<file path="config.mk">
export PLATFORM = sky130hd
export DESIGN_NAME = serial_command_frame_parser
export DESIGN_NICKNAME = d
export VERILOG_FILES = /design/src/rtl/core/scp_pkg.sv /design/src/rtl/core/serial_command_frame_parser.sv
export SDC_FILE = /design/constraint.sdc
export NUM_CORES = 1
export LEC_CHECK = 0
export ABC_AREA = 0
export CAP_MARGIN = 20
export CORE_AREA = 5 5 126 128
export CTS_BUF_LIST = sky130_fd_sc_hd__clkbuf_4
export DETAILED_ROUTE_END_ITERATION = 6
export DIE_AREA = 0 0 131 133
export DONT_BUFFER_PORTS = 1
export PLACE_DENSITY = 0.63
export SYNTH_ARGS = -nofsm -noshare
export SYNTH_HDL_FRONTEND = slang
export SYNTH_SLANG_ARGS = --single-unit
</file>
<file path="constraint.sdc">
create_clock -name clk -period 4.4 [get_ports clk]
set_clock_uncertainty 0.05 [all_clocks]
set_input_delay 1.1 -clock clk [delete_from_list [all_inputs] [get_ports clk]]
set_output_delay 1.1 -clock clk [all_outputs]
set_load 0.01 [all_outputs]
</file>
<file path="src/rtl/core/scp_pkg.sv">
// Shared types and constants for the serial command frame parser.
package scp_pkg;

  localparam int unsigned BYTE_W   = 8;
  localparam int unsigned STATUS_W = 3;
  localparam int unsigned YEAR_W   = 16;
  localparam int unsigned CFG_IDX_W = 2;
  localparam int unsigned COUNT_W  = 4;
  localparam int unsigned DATE_BYTES = 7;
  localparam int unsigned DATE_IDX_W = 3;

  // Configuration register indexes.
  localparam logic [CFG_IDX_W-1:0] REG_START_MARKER = 2'd0;
  localparam logic [CFG_IDX_W-1:0] REG_END_MARKER   = 2'd1;
  localparam logic [CFG_IDX_W-1:0] REG_MODE_MARKER  = 2'd2;

  // Configuration reset values.
  localparam logic [BYTE_W-1:0] START_MARKER_RESET = 8'hA5;
  localparam logic [BYTE_W-1:0] END_MARKER_RESET   = 8'h5A;
  localparam logic [BYTE_W-1:0] MODE_MARKER_RESET  = 8'h04;

  // Command codes and the fixed data byte of the short commands.
  localparam logic [BYTE_W-1:0] CMD_SET_CLOCK    = 8'h01;
  localparam logic [BYTE_W-1:0] CMD_CLEAR        = 8'h02;
  localparam logic [BYTE_W-1:0] CMD_FACTORY      = 8'h03;
  localparam logic [BYTE_W-1:0] SHORT_DATA_VALUE = 8'h01;

  // Body byte counts: seven date bytes then the checksum in a set-time frame,
  // one data byte then the checksum in a short frame.
  localparam logic [COUNT_W-1:0] SET_DATA_LAST  = 4'd7;
  localparam logic [COUNT_W-1:0] SET_TAIL_COUNT = 4'd8;
  localparam logic [COUNT_W-1:0] SHORT_SUM_COUNT  = 4'd1;
  localparam logic [COUNT_W-1:0] SHORT_TAIL_COUNT = 4'd2;

  typedef enum logic [STATUS_W-1:0] {
    ST_SET_OK       = 3'd0,
    ST_CLEAR        = 3'd1,
    ST_FACTORY      = 3'd2,
    ST_BAD_MODE     = 3'd3,
    ST_UNKNOWN_CMD  = 3'd4,
    ST_BAD_TAIL     = 3'd5,
    ST_BAD_CHECKSUM = 3'd6,
    ST_BAD_FRAMING  = 3'd7
  } status_t;

  typedef enum logic [4:0] {
    PH_HUNT       = 5'b00001,
    PH_MODE       = 5'b00010,
    PH_CMD        = 5'b00100,
    PH_SET_BODY   = 5'b01000,
    PH_SHORT_BODY = 5'b10000
  } phase_t;

endpackage

</file>
<file path="src/rtl/core/serial_command_frame_parser.sv">
// Serial command frame parser: byte-wise frame grammar check with status result.
//
//   Channel   Direction  Handshake               Payload
//   cfg       in         cfg_wr                  cfg_index, cfg_data
//   input     in         in_valid / in_stall     rx_byte
//   result    out        out_valid / out_stall   status, year, month, day,
//                                                hour, minute, second
//
// One received byte is taken per clock cycle while in_stall is low. The byte
// is judged against the parse state in a single combinational step, and any
// result it finishes is loaded into the result register, so a result appears
// in the cycle after the transaction that completes the frame. in_stall is
// raised only while a result is held in the result register and the consumer
// stalls it; a result taken in the same cycle frees the register for the next one.
// Reset is synchronous and returns the parser to hunting for the start byte
// with the three markers at their default values.
module serial_command_frame_parser (
  input  logic                            clk,
  input  logic                            rst,
  input  logic                            cfg_wr,
  input  logic [scp_pkg::CFG_IDX_W-1:0]   cfg_index,
  input  logic [scp_pkg::BYTE_W-1:0]      cfg_data,
  input  logic                            in_valid,
  output logic                            in_stall,
  input  logic [scp_pkg::BYTE_W-1:0]      rx_byte,
  output logic                            out_valid,
  input  logic                            out_stall,
  output logic [scp_pkg::STATUS_W-1:0]    status,
  output logic [scp_pkg::YEAR_W-1:0]      year,
  output logic [scp_pkg::BYTE_W-1:0]      month,
  output logic [scp_pkg::BYTE_W-1:0]      day,
  output logic [scp_pkg::BYTE_W-1:0]      hour,
  output logic [scp_pkg::BYTE_W-1:0]      minute,
  output logic [scp_pkg::BYTE_W-1:0]      second
);
  import scp_pkg::*;

  // Configuration registers.
  logic [BYTE_W-1:0] start_marker;
  logic [BYTE_W-1:0] end_marker;
  logic [BYTE_W-1:0] mode_marker;

  // Parse state.
  phase_t             phase, phase_next;
  logic [COUNT_W-1:0] bytes_seen, bytes_seen_next;
  logic [BYTE_W-1:0]  running_xor, running_xor_next;
  // Only clear versus factory reset matters once a short command is held.
  logic               cmd_clear, cmd_clear_next;
  logic [BYTE_W-1:0]  data_store [DATE_BYTES];

  logic               accept;
  logic               store_wr;
  logic [DATE_IDX_W-1:0] store_idx;
  logic               emit;
  status_t            emit_status;

  assign in_stall = out_valid && out_stall;
  assign accept   = in_valid && !in_stall;

  always_ff @(posedge clk) begin
    if (rst) begin
      start_marker <= START_MARKER_RESET;
      end_marker   <= END_MARKER_RESET;
      mode_marker  <= MODE_MARKER_RESET;
    end else if (cfg_wr) begin
      case (cfg_index)
        REG_START_MARKER: start_marker <= cfg_data;
        REG_END_MARKER:   end_marker   <= cfg_data;
        REG_MODE_MARKER:  mode_marker  <= cfg_data;
        default: ;
      endcase
    end
  end

  // Next-state logic for one accepted byte. Every byte is judged only by the
  // phase it arrives in, so a marker value inside a frame is plain data.
  always_comb begin
    phase_next       = phase;
    bytes_seen_next  = bytes_seen;
    running_xor_next = running_xor;
    cmd_clear_next   = cmd_clear;
    store_wr         = 1'b0;
    store_idx        = bytes_seen[DATE_IDX_W-1:0];
    emit             = 1'b0;
    emit_status      = ST_SET_OK;

    if (accept) begin
      case (phase)
        PH_HUNT: begin
          if (rx_byte == start_marker) begin
            phase_next      = PH_MODE;
            bytes_seen_next = '0;
          end
        end
        PH_MODE: begin
          // A wrong mode byte is consumed here, not retried as a start byte.
          if (rx_byte != mode_marker) begin
            emit        = 1'b1;
            emit_status = ST_BAD_MODE;
          end else begin
            running_xor_next = rx_byte;
            phase_next       = PH_CMD;
          end
        end
        PH_CMD: begin
          running_xor_next = running_xor ^ rx_byte;
          bytes_seen_next  = '0;
          cmd_clear_next   = (rx_byte == CMD_CLEAR);
          if (rx_byte == CMD_SET_CLOCK) begin
            phase_next = PH_SET_BODY;
          end else if (rx_byte == CMD_CLEAR || rx_byte == CMD_FACTORY) begin
            phase_next = PH_SHORT_BODY;
          end else begin
            emit        = 1'b1;
            emit_status = ST_UNKNOWN_CMD;
          end
        end
        PH_SET_BODY: begin
          if (bytes_seen < SET_DATA_LAST) begin
            store_wr         = 1'b1;
            running_xor_next = running_xor ^ rx_byte;
            bytes_seen_next  = bytes_seen + 1'b1;
          end else if (bytes_seen == SET_DATA_LAST) begin
            // Folding the checksum in leaves zero when it matches.
            running_xor_next = running_xor ^ rx_byte;
            bytes_seen_next  = bytes_seen + 1'b1;
          end else begin
            emit = 1'b1;
            if (rx_byte != end_marker) begin
              emit_status = ST_BAD_TAIL;
            end else if (running_xor != '0) begin
              emit_status = ST_BAD_CHECKSUM;
            end else begin
              emit_status = ST_SET_OK;
            end
          end
        end
        PH_SHORT_BODY: begin
          if (bytes_seen == '0) begin
            store_wr         = 1'b1;
            store_idx        = '0;
            running_xor_next = running_xor ^ rx_byte;
            bytes_seen_next  = SHORT_SUM_COUNT;
          end else if (bytes_seen == SHORT_SUM_COUNT) begin
            running_xor_next = running_xor ^ rx_byte;
            bytes_seen_next  = SHORT_TAIL_COUNT;
          end else begin
            emit = 1'b1;
            if (data_store[0] != SHORT_DATA_VALUE || rx_byte != end_marker) begin
              emit_status = ST_BAD_FRAMING;
            end else if (running_xor != '0) begin
              emit_status = ST_BAD_CHECKSUM;
            end else if (cmd_clear) begin
              emit_status = ST_CLEAR;
            end else begin
              emit_status = ST_FACTORY;
            end
          end
        end
        default: begin
          phase_next      = PH_HUNT;
          bytes_seen_next = '0;
        end
      endcase

      // Every finished or failed frame sends the parser back to hunting.
      if (emit) begin
        phase_next      = PH_HUNT;
        bytes_seen_next = '0;
      end
    end
  end

  always_ff @(posedge clk) begin
    if (rst) begin
      phase       <= PH_HUNT;
      bytes_seen  <= '0;
      running_xor <= '0;
      cmd_clear   <= 1'b0;
    end else begin
      phase       <= phase_next;
      bytes_seen  <= bytes_seen_next;
      running_xor <= running_xor_next;
      cmd_clear   <= cmd_clear_next;
    end
  end

  // Captured data bytes need no reset: each is written earlier in the same
  // frame before it is read.
  always_ff @(posedge clk) begin
    if (store_wr) begin
      data_store[store_idx] <= rx_byte;
    end
  end

  // Result register. The date fields are zero for every status but set-time ok.
  always_ff @(posedge clk) begin
    if (rst) begin
      out_valid <= 1'b0;
    end else if (accept && emit) begin
      out_valid <= 1'b1;
    end else if (!out_stall) begin
      out_valid <= 1'b0;
    end
  end

  always_ff @(posedge clk) begin
    if (accept && emit) begin
      status <= emit_status;
      if (emit_status == ST_SET_OK) begin
        year   <= {data_store[2], data_store[3]};
        month  <= data_store[1];
        day    <= data_store[0];
        hour   <= data_store[4];
        minute <= data_store[5];
        second <= data_store[6];
      end else begin
        year   <= '0;
        month  <= '0;
        day    <= '0;
        hour   <= '0;
        minute <= '0;
        second <= '0;
      end
    end
  end

  // A new result only appears after a byte transaction.
  assert property (@(posedge clk) disable iff (rst)
    $rose(out_valid) |-> $past(in_valid && !in_stall))
    else $error("result appeared without an input transaction");

  // While hunting the body byte count is always clear.
  assert property (@(posedge clk) disable iff (rst)
    (phase == PH_HUNT) |-> (bytes_seen == '0))
    else $error("byte count not clear while hunting");

  // The body byte count stays within the frame length of each command type.
  assert property (@(posedge clk) disable iff (rst)
    ((phase == PH_SET_BODY) |-> (bytes_seen <= SET_TAIL_COUNT)) and
    ((phase == PH_SHORT_BODY) |-> (bytes_seen <= SHORT_TAIL_COUNT)))
    else $error("body byte count out of range");

  // Failed or short-command results carry no date.
  assert property (@(posedge clk) disable iff (rst)
    (out_valid && status != ST_SET_OK) |->
      (year == '0 && month == '0 && day == '0 && hour == '0 &&
       minute == '0 && second == '0))
    else $error("date fields set on a result other than set-time ok");

endmodule
</file>
==> results of run 1 <==
power groups by stage:
stage,clock network [mW],registers [mW],logic [mW]
after floorplan,0,1.64,0.0867
after global placement,0,1.64,0.0863
after detailed placement,0,1.64,0.0874
after CTS,0.923,1.61,0.0880
after global routing,0.987,1.61,0.0989
final,0.896,1.61,0.0887
layout make-up:
cell class,instances,area share [%]
timing repair buffer,10,1.36
sequential,158,58.8
clock buffer,17,1.74
tap,188,3.20
multi-input combinational,315,32.3
clock inverter,14,2.27
inverter,7,0.358
layer usage:
metal | vias to the layer above | global-route usage (%) | wire length (um)
met5 | - | 0 | 0
met1 | 2002 | 23.9 | 6310
met3 | 20 | 5.05 | 974
met2 | 147 | 24.8 | 6670
met4 | 0 | 5.54 | 203
li1 | 1902 | - | -
path summary, 6_finish.rpt:
check	end	cells past startpoint	slack (ns)	start
max reg2reg	day[6]$_SDFFCE_PP0P_	7	1.19	phase[3]$_SDFFE_PP0P_
max	day[6]$_SDFFCE_PP0P_	7	1.19	phase[3]$_SDFFE_PP0P_
min	cmd_clear$_SDFFE_PP0P_	2	0.43	cmd_clear$_SDFFE_PP0P_
min reg2reg	cmd_clear$_SDFFE_PP0P_	2	0.43	cmd_clear$_SDFFE_PP0P_
registers in the layout, indices dropped and copies added, names as in the netlist:
name,cells
bytes_seen,4
cmd_clear,1
data_store,56
day,8
end_marker,8
hour,8
minute,8
mode_marker,8
month,8
out_valid,1
phase,5
running_xor,8
second,8
start_marker,8
status,3
year,16
kinds of logic (layout without fill, tap and decap cells):
family / Yosys count / after routing / synth area share, %
simple gates: 198 / 198 / 19.9
flops: 158 / 158 / 62.6
compound gates: 75 / 75 / 8.28
buf+inv: 42 / 48 / 3.45
xor+xnor: 24 / 24 / 3.05
mux: 15 / 15 / 2.21
fa+ha+maj: 3 / 3 / 0.545
worst register-to-register path, cell delays in order (launching register included):
cell	delay, ns
dfxtp_1	0.42
nor3_2	0.24
nor3b_2	0.44
o21ai_2	0.34
o221a_2	0.25
nor2_4	0.49
buf_4	0.59
nor3b_1	0.15
stage by stage:
step	area (um^2)	power [mW]	hold slack, ns	utilization [%]
after detailed placement	7030	1.73	0.415	47.6
after global routing	7340	2.70	0.454	49.8
after CTS	7320	2.62	0.435	49.6
after floorplan	6890	1.73	0.399	-
after global placement	7020	1.73	0.406	47.6
final	7340	2.60	0.434	49.8
cell usage in the layout (no fill, tap or decap), types with 3 or more instances in the layout:
cell / netlist / final
a211o_1: 6 / 6
a211oi_1: 9 / 9
a21o_1: 3 / 3
a21oi_1: 19 / 19
a32o_1: 9 / 9
and2_1: 4 / 3
buf_4: 1 / 8
bufinv_16: 0 / 3
clkbuf_4: 0 / 17
dfxtp_1: 43 / 43
edfxtp_1: 115 / 115
ha_1: 3 / 3
inv_1: 7 / 7
inv_6: 0 / 3
mux2i_1: 13 / 13
nand2_1: 38 / 38
nand3_1: 8 / 8
nand3b_1: 7 / 7
nand4_1: 7 / 7
nor2_1: 33 / 32
nor2b_1: 9 / 9
nor3_1: 6 / 6
nor3b_1: 18 / 18
nor3b_2: 41 / 41
nor4_1: 9 / 7
o21ai_0: 14 / 14
or2_2: 3 / 3
xnor2_1: 16 / 16
xor2_1: 8 / 8
==> flow_metrics.env, run 1 <==
export IMPL_clk_path_buf_depth=2
export IMPL_worst_path_buf_inv=1
export IMPL_vias=4071
export IMPL_cts_setup_buffers=0
export IMPL_yosys_top_cells_area="edfxtp_1 50%, dfxtp_1 12%, nor3b_2 7.4%, nand2_1 2.1%, xnor2_1 2.0%"
export IMPL_dpl_worst_slack_ns=0.812
export IMPL_setup_ws_ns=1.19
export IMPL_io_buffer_count=0
export IMPL_gp_congestion=0.841
export IMPL_synth_top_cell_area_share_pct=50.1
export IMPL_final_setup_viol_count=0
export IMPL_pwr_share_comb_pct=3.4
export IMPL_timing_slew_headroom_pct=33.2
export IMPL_ys_top_cells_by_count="115 x edfxtp_1, 43 x dfxtp_1, 41 x nor3b_2"
export IMPL_fillers=1249
export IMPL_ant_nets=0
export IMPL_grt_pass1_wl_um=22400
export IMPL_power_share_clock_pct=34.5
export IMPL_synth_seq_cells=158
export IMPL_final_seq_area_mm2=0.00431
export IMPL_power_switching_mw=0.569
export IMPL_root_buffer="clkbuf_4"
export IMPL_crit_slowest_cell="buf_4"
export IMPL_cts_max_level=4
export IMPL_drt_iter0_drc=366
export IMPL_vias_per_cell=5.74
export IMPL_rows=45
export IMPL_pin_count=84
export IMPL_worstPathRequired_ns=4.66
export IMPL_clkTransAtPathRegs_ns=0.13
export IMPL_nets=535
export IMPL_crit_family="simple AND/OR/NAND/NOR gates"
export IMPL_initial_core_util_pct=46.7
export IMPL_syn_inst=515
export IMPL_endpoint_kind="flop"
export IMPL_wire_per_inst_um=20.0
export IMPL_coreArea_mm2=0.0148
export IMPL_drc=0
export IMPL_drv_cap=0
export IMPL_grt_max_degree=57
export IMPL_tightest_slew_ns=1.00
export IMPL_cts_buffers=17
export IMPL_synth_enable_flop_cells=115
export IMPL_hold_class="flop to flop"
export IMPL_switching_share_pct=21.9
export IMPL_grtUsageTotal_pct=16.9
export IMPL_finalSetupTns_ns=0
export IMPL_gr_total_overflow=0
export IMPL_fin_crit_sh_pct=73.0
export IMPL_worstSetupPathType="flop to flop"
export IMPL_intPower_mw=2.03
export IMPL_yosysSeqAreaShare_pct=62.6
export IMPL_path_max_fanout=41
export IMPL_cp_slowest_stage_delay_ns=0.58
export IMPL_period_needed_ns=3.21
export IMPL_ys_flop_type="edfxtp_1"
export IMPL_post_cts_resized=0
export IMPL_drt_total_wl_um=14200
export IMPL_yosys_warnings=0
export IMPL_dp_hpwl_um=9450
export IMPL_crit_arrival_ns=3.47
export IMPL_dp_cells=677
export IMPL_outcome="complete, no violations"
export IMPL_synth_area_per_cell_um2=13.4
export IMPL_rsz0062_at_grt="false"
export IMPL_yosysTopAreaCell="edfxtp_1"
export IMPL_p_per_area_mw_per_mm2=354
export IMPL_die_area_mm2=0.0174
export IMPL_die_w_um=131
export IMPL_syn_num_nets=541
export IMPL_fmax_ghz=0.311
export IMPL_clock_sinks=158
export IMPL_instances_no_fill=709
export IMPL_synth_cell_type_count=57
export IMPL_p_leak_nw=2.44
export IMPL_holdBufCountCts=0
export IMPL_yosysMostFrequentCell="edfxtp_1"
export IMPL_cts_tree="done"
export IMPL_hold_viol=0
export IMPL_cp_start_kind="flop"
export IMPL_first_global_vias=3904
export IMPL_drv_slew=0
export IMPL_ys_async_sr_fraction_pct=0
export IMPL_netlist_area_mm2=0.00689
export IMPL_drive_gt1_share_pct=19.6
export IMPL_diodes=0
export IMPL_ir_drop_mv=0.125
export IMPL_crit_chain="nor3_2 > nor3b_2 > o21ai_2 > o221a_2 > nor2_4 > buf_4 > nor3b_1"
export IMPL_power_frac_seq_pct=62.1
export IMPL_drtPass1Iterations=5
export IMPL_dieHeight_um=133
export IMPL_multi_input_area_mm2=0.00237
export IMPL_antenna_found_initial=0
export IMPL_clkLatencyLatePin_ns=0.57
export IMPL_area_delta_synth_final_pct=6.50
No activity file was read; power rests on OpenSTA's default activity.
==> inputs of run 2 (changes only) <==
clock period = 3.2 ns   (was 4.4 ns; I/O delays follow)
==> run 2 against run 1 <==
  * Worst hold slack got worse by 0.18 ns
  * Sequential share of layout area shrank 0.32 points
  * Sequential cell count unchanged
  * Count of clock-buffer cells in the layout stayed put
  * Cell count increased by 1.6%
  * Via count is 0.93% higher
  * Global-route usage fell by 0.28 points
  * Worst setup slack worse by 0.77 ns
  * Power increased by 31%
  * Critical endpoint is now phase[3]$_SDFFE_PP0P_
==> flow_metrics.env, run 2 (synthesis results as in run 1) <==
export IMPL_outcome="complete, no violations"
export IMPL_drt_iter0_drc=354
export IMPL_area_delta_synth_final_pct=7.08
export IMPL_coreArea_mm2=0.0148
export IMPL_period_needed_ns=2.78
export IMPL_ir_drop_mv=0.163
export IMPL_placed_cell_area_mm2=0.00712
export IMPL_grt_max_degree=60
export IMPL_drtPass1Iterations=5
export IMPL_vias_per_cell=5.71
export IMPL_finalSetupTns_ns=0
export IMPL_clkTransAtPathRegs_ns=0.14
export IMPL_fmax_ghz=0.360
export IMPL_io_buffer_count=0
export IMPL_worstSetupPathType="flop to flop"
export IMPL_rows=45
export IMPL_largest_register_ffs=56
export IMPL_layout_cells_most_common_list="115 x edfxtp_1, 43 x dfxtp_1, 41 x nor3b_2"
export IMPL_timing_slew_headroom_pct=36.8
export IMPL_post_cts_resized=0
export IMPL_final_setup_viol_count=0
export IMPL_clock_sinks=158
export IMPL_clk_path_buf_depth=2
export IMPL_p_leak_nw=2.47
export IMPL_cts_setup_buffers=0
export IMPL_gr_total_overflow=0
export IMPL_pin_count=84
export IMPL_path_max_fanout=13
export IMPL_wire_per_inst_um=19.7
export IMPL_ant_nets=0
export IMPL_p_per_area_mw_per_mm2=462
export IMPL_first_global_vias=4008
export IMPL_largest_register="data_store"
export IMPL_drc=0
export IMPL_grtUsageTotal_pct=16.6
export IMPL_drv_slew=0
export IMPL_gp_congestion=0.849
export IMPL_hold_viol=0
export IMPL_holdBufCountCts=0
export IMPL_fin_crit_sh_pct=86.9
export IMPL_drive_gt1_share_pct=20.7
export IMPL_cts_tree="done"
export IMPL_drt_total_wl_um=14200
export IMPL_antenna_found_initial=1
export IMPL_nets=544
export IMPL_root_buffer="clkbuf_4"
export IMPL_dp_hpwl_um=9370
export IMPL_vias=4109
export IMPL_endpoint_kind="flop"
export IMPL_worstPathRequired_ns=3.60
export IMPL_cts_buffers=17
export IMPL_initial_core_util_pct=46.7
export IMPL_tightest_slew_ns=0.947
export IMPL_clkLatencyLatePin_ns=0.55
export IMPL_crit_arrival_ns=3.18
export IMPL_cp_start_kind="flop"
export IMPL_grt_pass1_wl_um=22300
export IMPL_drv_cap=0
export IMPL_die_area_mm2=0.0174
export IMPL_design_area_mm2=0.00738
export IMPL_cts_max_level=4
export IMPL_largest_registers="data_store: 56 flops, year: 16 flops"
export IMPL_hold_class="primary input to flop"
export IMPL_dieHeight_um=133
export IMPL_rsz0062_at_grt="false"
export IMPL_die_w_um=131
export IMPL_final_common_cell="edfxtp_1"
==> run 2: final cells by class <==
class	instances	area [um^2]
Antenna cell	1	2.50
Sequential cell	158	4310
Tap cell	188	235
Inverter	7	26.3
Clock inverter	15	119
Timing Repair Buffer	18	185
Multi-Input combinational cell	316	2370
Fill cell	1245	7370
Clock buffer	17	128
==> run 2: stage by stage <==
step                      instances  power [mW]  setup slack [ns]  hold WS, ns  util, %
final                           720        3.41             0.419        0.253     50.0
after global routing            720        3.56             0.196        0.188     50.0
after CTS                       718        3.45             0.180        0.192     50.0
after detailed placement        686        2.38             0.203        0.413     48.3
after global placement          686        2.38             0.252        0.404     48.3
after floorplan                 515        2.37             0.298        0.399        -
==> run 2: report_power, final <==
part | internal, mW | total, mW | switching [mW]
Clock | 0.380 | 1.08 | 0.696
Sequential | 2.20 | 2.21 | 0.0194
Combinational | 0.0564 | 0.120 | 0.0639
Total | 2.63 | 3.41 | 0.780
==> run 2: worst max-delay path: stages (launching register included) <==
cell and delay [ns]:
dfxtp_1 0.42, inv_1 0.14, ha_1 0.21, nor2_1 0.07, o311ai_1 0.44, buf_4 0.21, and2_0 0.18, buf_4 0.23
o211ai_1 0.14, nand2_1 0.23, mux2_2 0.36
==> run 2: metal layers <==
metal | GRT usage, % | vias to the layer above | routed length (um)
met3 | 4.32 | 27 | 870
li1 | - | 1928 | -
met5 | 0 | - | 0
met4 | 6.40 | 0 | 278
met2 | 25.6 | 146 | 6770
met1 | 22.4 | 2008 | 6290
==> run 2: worst paths after layout <==
| kind | startpoint | end | slack, ns | cells past startpoint |
|---|---|---|---|---|
| max reg2reg | bytes_seen[0]$_SDFFE_PP0P_ | phase[3]$_SDFFE_PP0P_ | 0.42 | 10 |
| min reg2reg | cmd_clear$_SDFFE_PP0P_ | cmd_clear$_SDFFE_PP0P_ | 0.43 | 2 |
| max | bytes_seen[0]$_SDFFE_PP0P_ | phase[3]$_SDFFE_PP0P_ | 0.42 | 10 |
| min | rst | running_xor[2]$_SDFFE_PP0P_ | 0.25 | 1 |
==> inputs of run 3 (changes only) <==
PLACE_DENSITY = 0.66   (was 0.63)
clock period = 2.3 ns   (was 3.2 ns; I/O delays follow)
==> run 3 against run 2 <==
  * Sequential power rose by 39%
  * Die area did not move
  * Design area rose by 10%
  * Global-route usage rose by 1.4 points
  * Sequential cell count did not move
  * Clock power rose by 50%
  * Non-clock buffer count rose by 51
  * First-iteration DRC count rose by 20%
  * Cell count rose by 6.8%
  * Largest cell class unchanged
  * Routed wire length rose by 15%
  * Combinational power rose by 100%
  * Power rose by 45%
==> flow_metrics.env, run 3 (synthesis results as in run 1) <==
export IMPL_coreArea_mm2=0.0148
export IMPL_wire_per_inst_um=21.2
export IMPL_nets=594
export IMPL_clkLatencyLatePin_ns=0.57
export IMPL_hold_class="primary input to flop"
export IMPL_initial_core_util_pct=46.7
export IMPL_fin_crit_sh_pct=97.0
export IMPL_power_share_clock_pct=32.7
export IMPL_rsz0062_at_grt="true"
export IMPL_largest_register_ffs=56
export IMPL_cts_tree="done"
export IMPL_cp_slowest_stage_delay_ns=0.42
export IMPL_dp_hpwl_um=10100
export IMPL_power_switching_mw=1.09
export IMPL_io_buffer_count=0
export IMPL_intPower_mw=3.85
export IMPL_pin_count=84
export IMPL_vias_per_cell=5.79
export IMPL_path_max_fanout=10
export IMPL_clock_sinks=158
export IMPL_switching_share_pct=22.2
export IMPL_root_buffer="clkbuf_4"
export IMPL_fin_util_pct=55.2
export IMPL_final_setup_viol_count=0
export IMPL_antenna_found_initial=1
export IMPL_outcome="complete, no violations"
export IMPL_cts_buffers=17
export IMPL_endpoint_kind="flop"
export IMPL_clk_path_buf_depth=2
export IMPL_drive_gt1_share_pct=31.6
export IMPL_first_global_vias=4444
export IMPL_final_common_cell="edfxtp_1"
export IMPL_fillers=1199
export IMPL_gr_total_overflow=0
export IMPL_instances_no_fill=769
export IMPL_ant_nets=0
export IMPL_layout_cells_most_common_list="115 x edfxtp_1, 50 x nor3b_2, 41 x buf_4"
export IMPL_die_area_mm2=0.0174
export IMPL_crit_arrival_ns=2.58
export IMPL_drv_cap=0
export IMPL_cp_start_kind="flop"
export IMPL_rows=45
export IMPL_drv_slew=0
export IMPL_worst_path_buf_inv=2
export IMPL_largest_registers="data_store: 56 flops, year: 16 flops"
export IMPL_fmax_ghz=0.448
export IMPL_area_delta_synth_final_pct=18.1
export IMPL_tightest_slew_ns=0.957
export IMPL_hold_ws_ns=0.0469
export IMPL_gp_congestion=0.856
export IMPL_grtUsageTotal_pct=18.0
export IMPL_p_leak_nw=2.81
export IMPL_period_needed_ns=2.23
export IMPL_hold_viol=0
export IMPL_crit_chain="nor4_2 > nand2_2 > nor4b_2 > o221a_2 > nor2_4 > buf_6 > clkbuf_16 > nor3b_1"
export IMPL_grt_pass1_wl_um=24300
export IMPL_grt_max_degree=43
export IMPL_worstSetupPathType="flop to flop"
export IMPL_vias=4455
export IMPL_cts_max_level=4
export IMPL_dp_cells=714
export IMPL_largest_register="data_store"
export IMPL_drc=0
export IMPL_drt_total_wl_um=16300
export IMPL_dieHeight_um=133
export IMPL_worstPathRequired_ns=2.65
export IMPL_drt_iter0_drc=424
export IMPL_drtPass1Iterations=5
export IMPL_clkTransAtPathRegs_ns=0.12
export IMPL_crit_family="simple AND/OR/NAND/NOR gates"
export IMPL_ir_drop_mv=0.244
export IMPL_timing_slew_headroom_pct=36.0
export IMPL_p_per_area_mw_per_mm2=607
export IMPL_power_frac_seq_pct=62.3
export IMPL_pwr_share_comb_pct=4.9
export IMPL_die_w_um=131
export IMPL_crit_slowest_cell="edfxtp_1"
run 3: cell count changes in the layout (fill, tap and decap cells not counted), sizes merged:
cell	change
buf	+35
nor2	-1
clkinv	-6
bufinv	+1
clkbuf	+6
dlygate4sd3	+13
inv	-1
clkinvlp	+2
run 3: worst paths after layout:
| path | from | end | slack [ns] | cells after the start |
|---|---|---|---|---|
| worst max-delay path | data_store[0][2]$_DFFE_PP_ | second[1]$_SDFFCE_PP0P_ | 0.07 | 8 |
| worst min-delay path | rx_byte[4] | data_store[5][4]$_DFFE_PP_ | 0.05 | 0 |
| worst max register to register | data_store[0][2]$_DFFE_PP_ | second[1]$_SDFFCE_PP0P_ | 0.07 | 8 |
| worst min register to register | end_marker[0]$_SDFFE_PP0P_ | end_marker[0]$_SDFFE_PP0P_ | 0.44 | 2 |
run 3: layout make-up:
type / instances / area [um^2] / share of cell area [%]
tap: 188 / 235 / 2.89
multi-input combinational: 315 / 2560 / 31.5
antenna: 1 / 2.50 / 0.0308
inverter: 7 / 26.3 / 0.323
sequential: 158 / 4320 / 53.1
clock buffer: 20 / 150 / 1.85
clock inverter: 11 / 118 / 1.45
timing repair buffer: 69 / 722 / 8.87
run 3: timing repair:
item | in CTS | in global routing
resized for setup | 6 | 35
setup buffers | 0 | 6
setup endpoints to repair | 43 | 157
hold buffers | 2 | 11
hold endpoints to repair | 21 | 13
gates cloned | 0 | 4
pin swaps | 0 | 12
run 3: power by group through the flow:
stage               Sequential, mW  Clock (mW)  Combinational, mW
floorplan                     3.14           0              0.170
global placement              3.14           0              0.193
detailed placement            3.14           0              0.199
CTS                           3.08        1.65              0.212
global route                  3.08        1.78              0.269
finish                        3.08        1.62              0.244
run 3: through the flow:
| stage | worst slack (ns) | TNS (ns) | power, mW | cell area (um^2) |
|---|---|---|---|---|
| floorplan | -0.123 | -7.52 | 3.31 | 6970 |
| global placement | -0.153 | -2.35 | 3.33 | 7420 |
| detailed placement | -0.232 | -6.83 | 3.34 | 7420 |
| CTS | 0.0102 | 0 | 4.94 | 7740 |
| global route | -0.0586 | -0.205 | 5.13 | 8140 |
| finish | 0.0684 | 0 | 4.94 | 8140 |
run 3: per-layer routing:
layer	GRT usage [%]	vias up	part of all wire, %
li1	-	2026	-
met1	23.5	2226	41
met2	28.8	176	51
met3	5.01	27	5.6
met4	6.46	0	2.1
met5	0	-	0
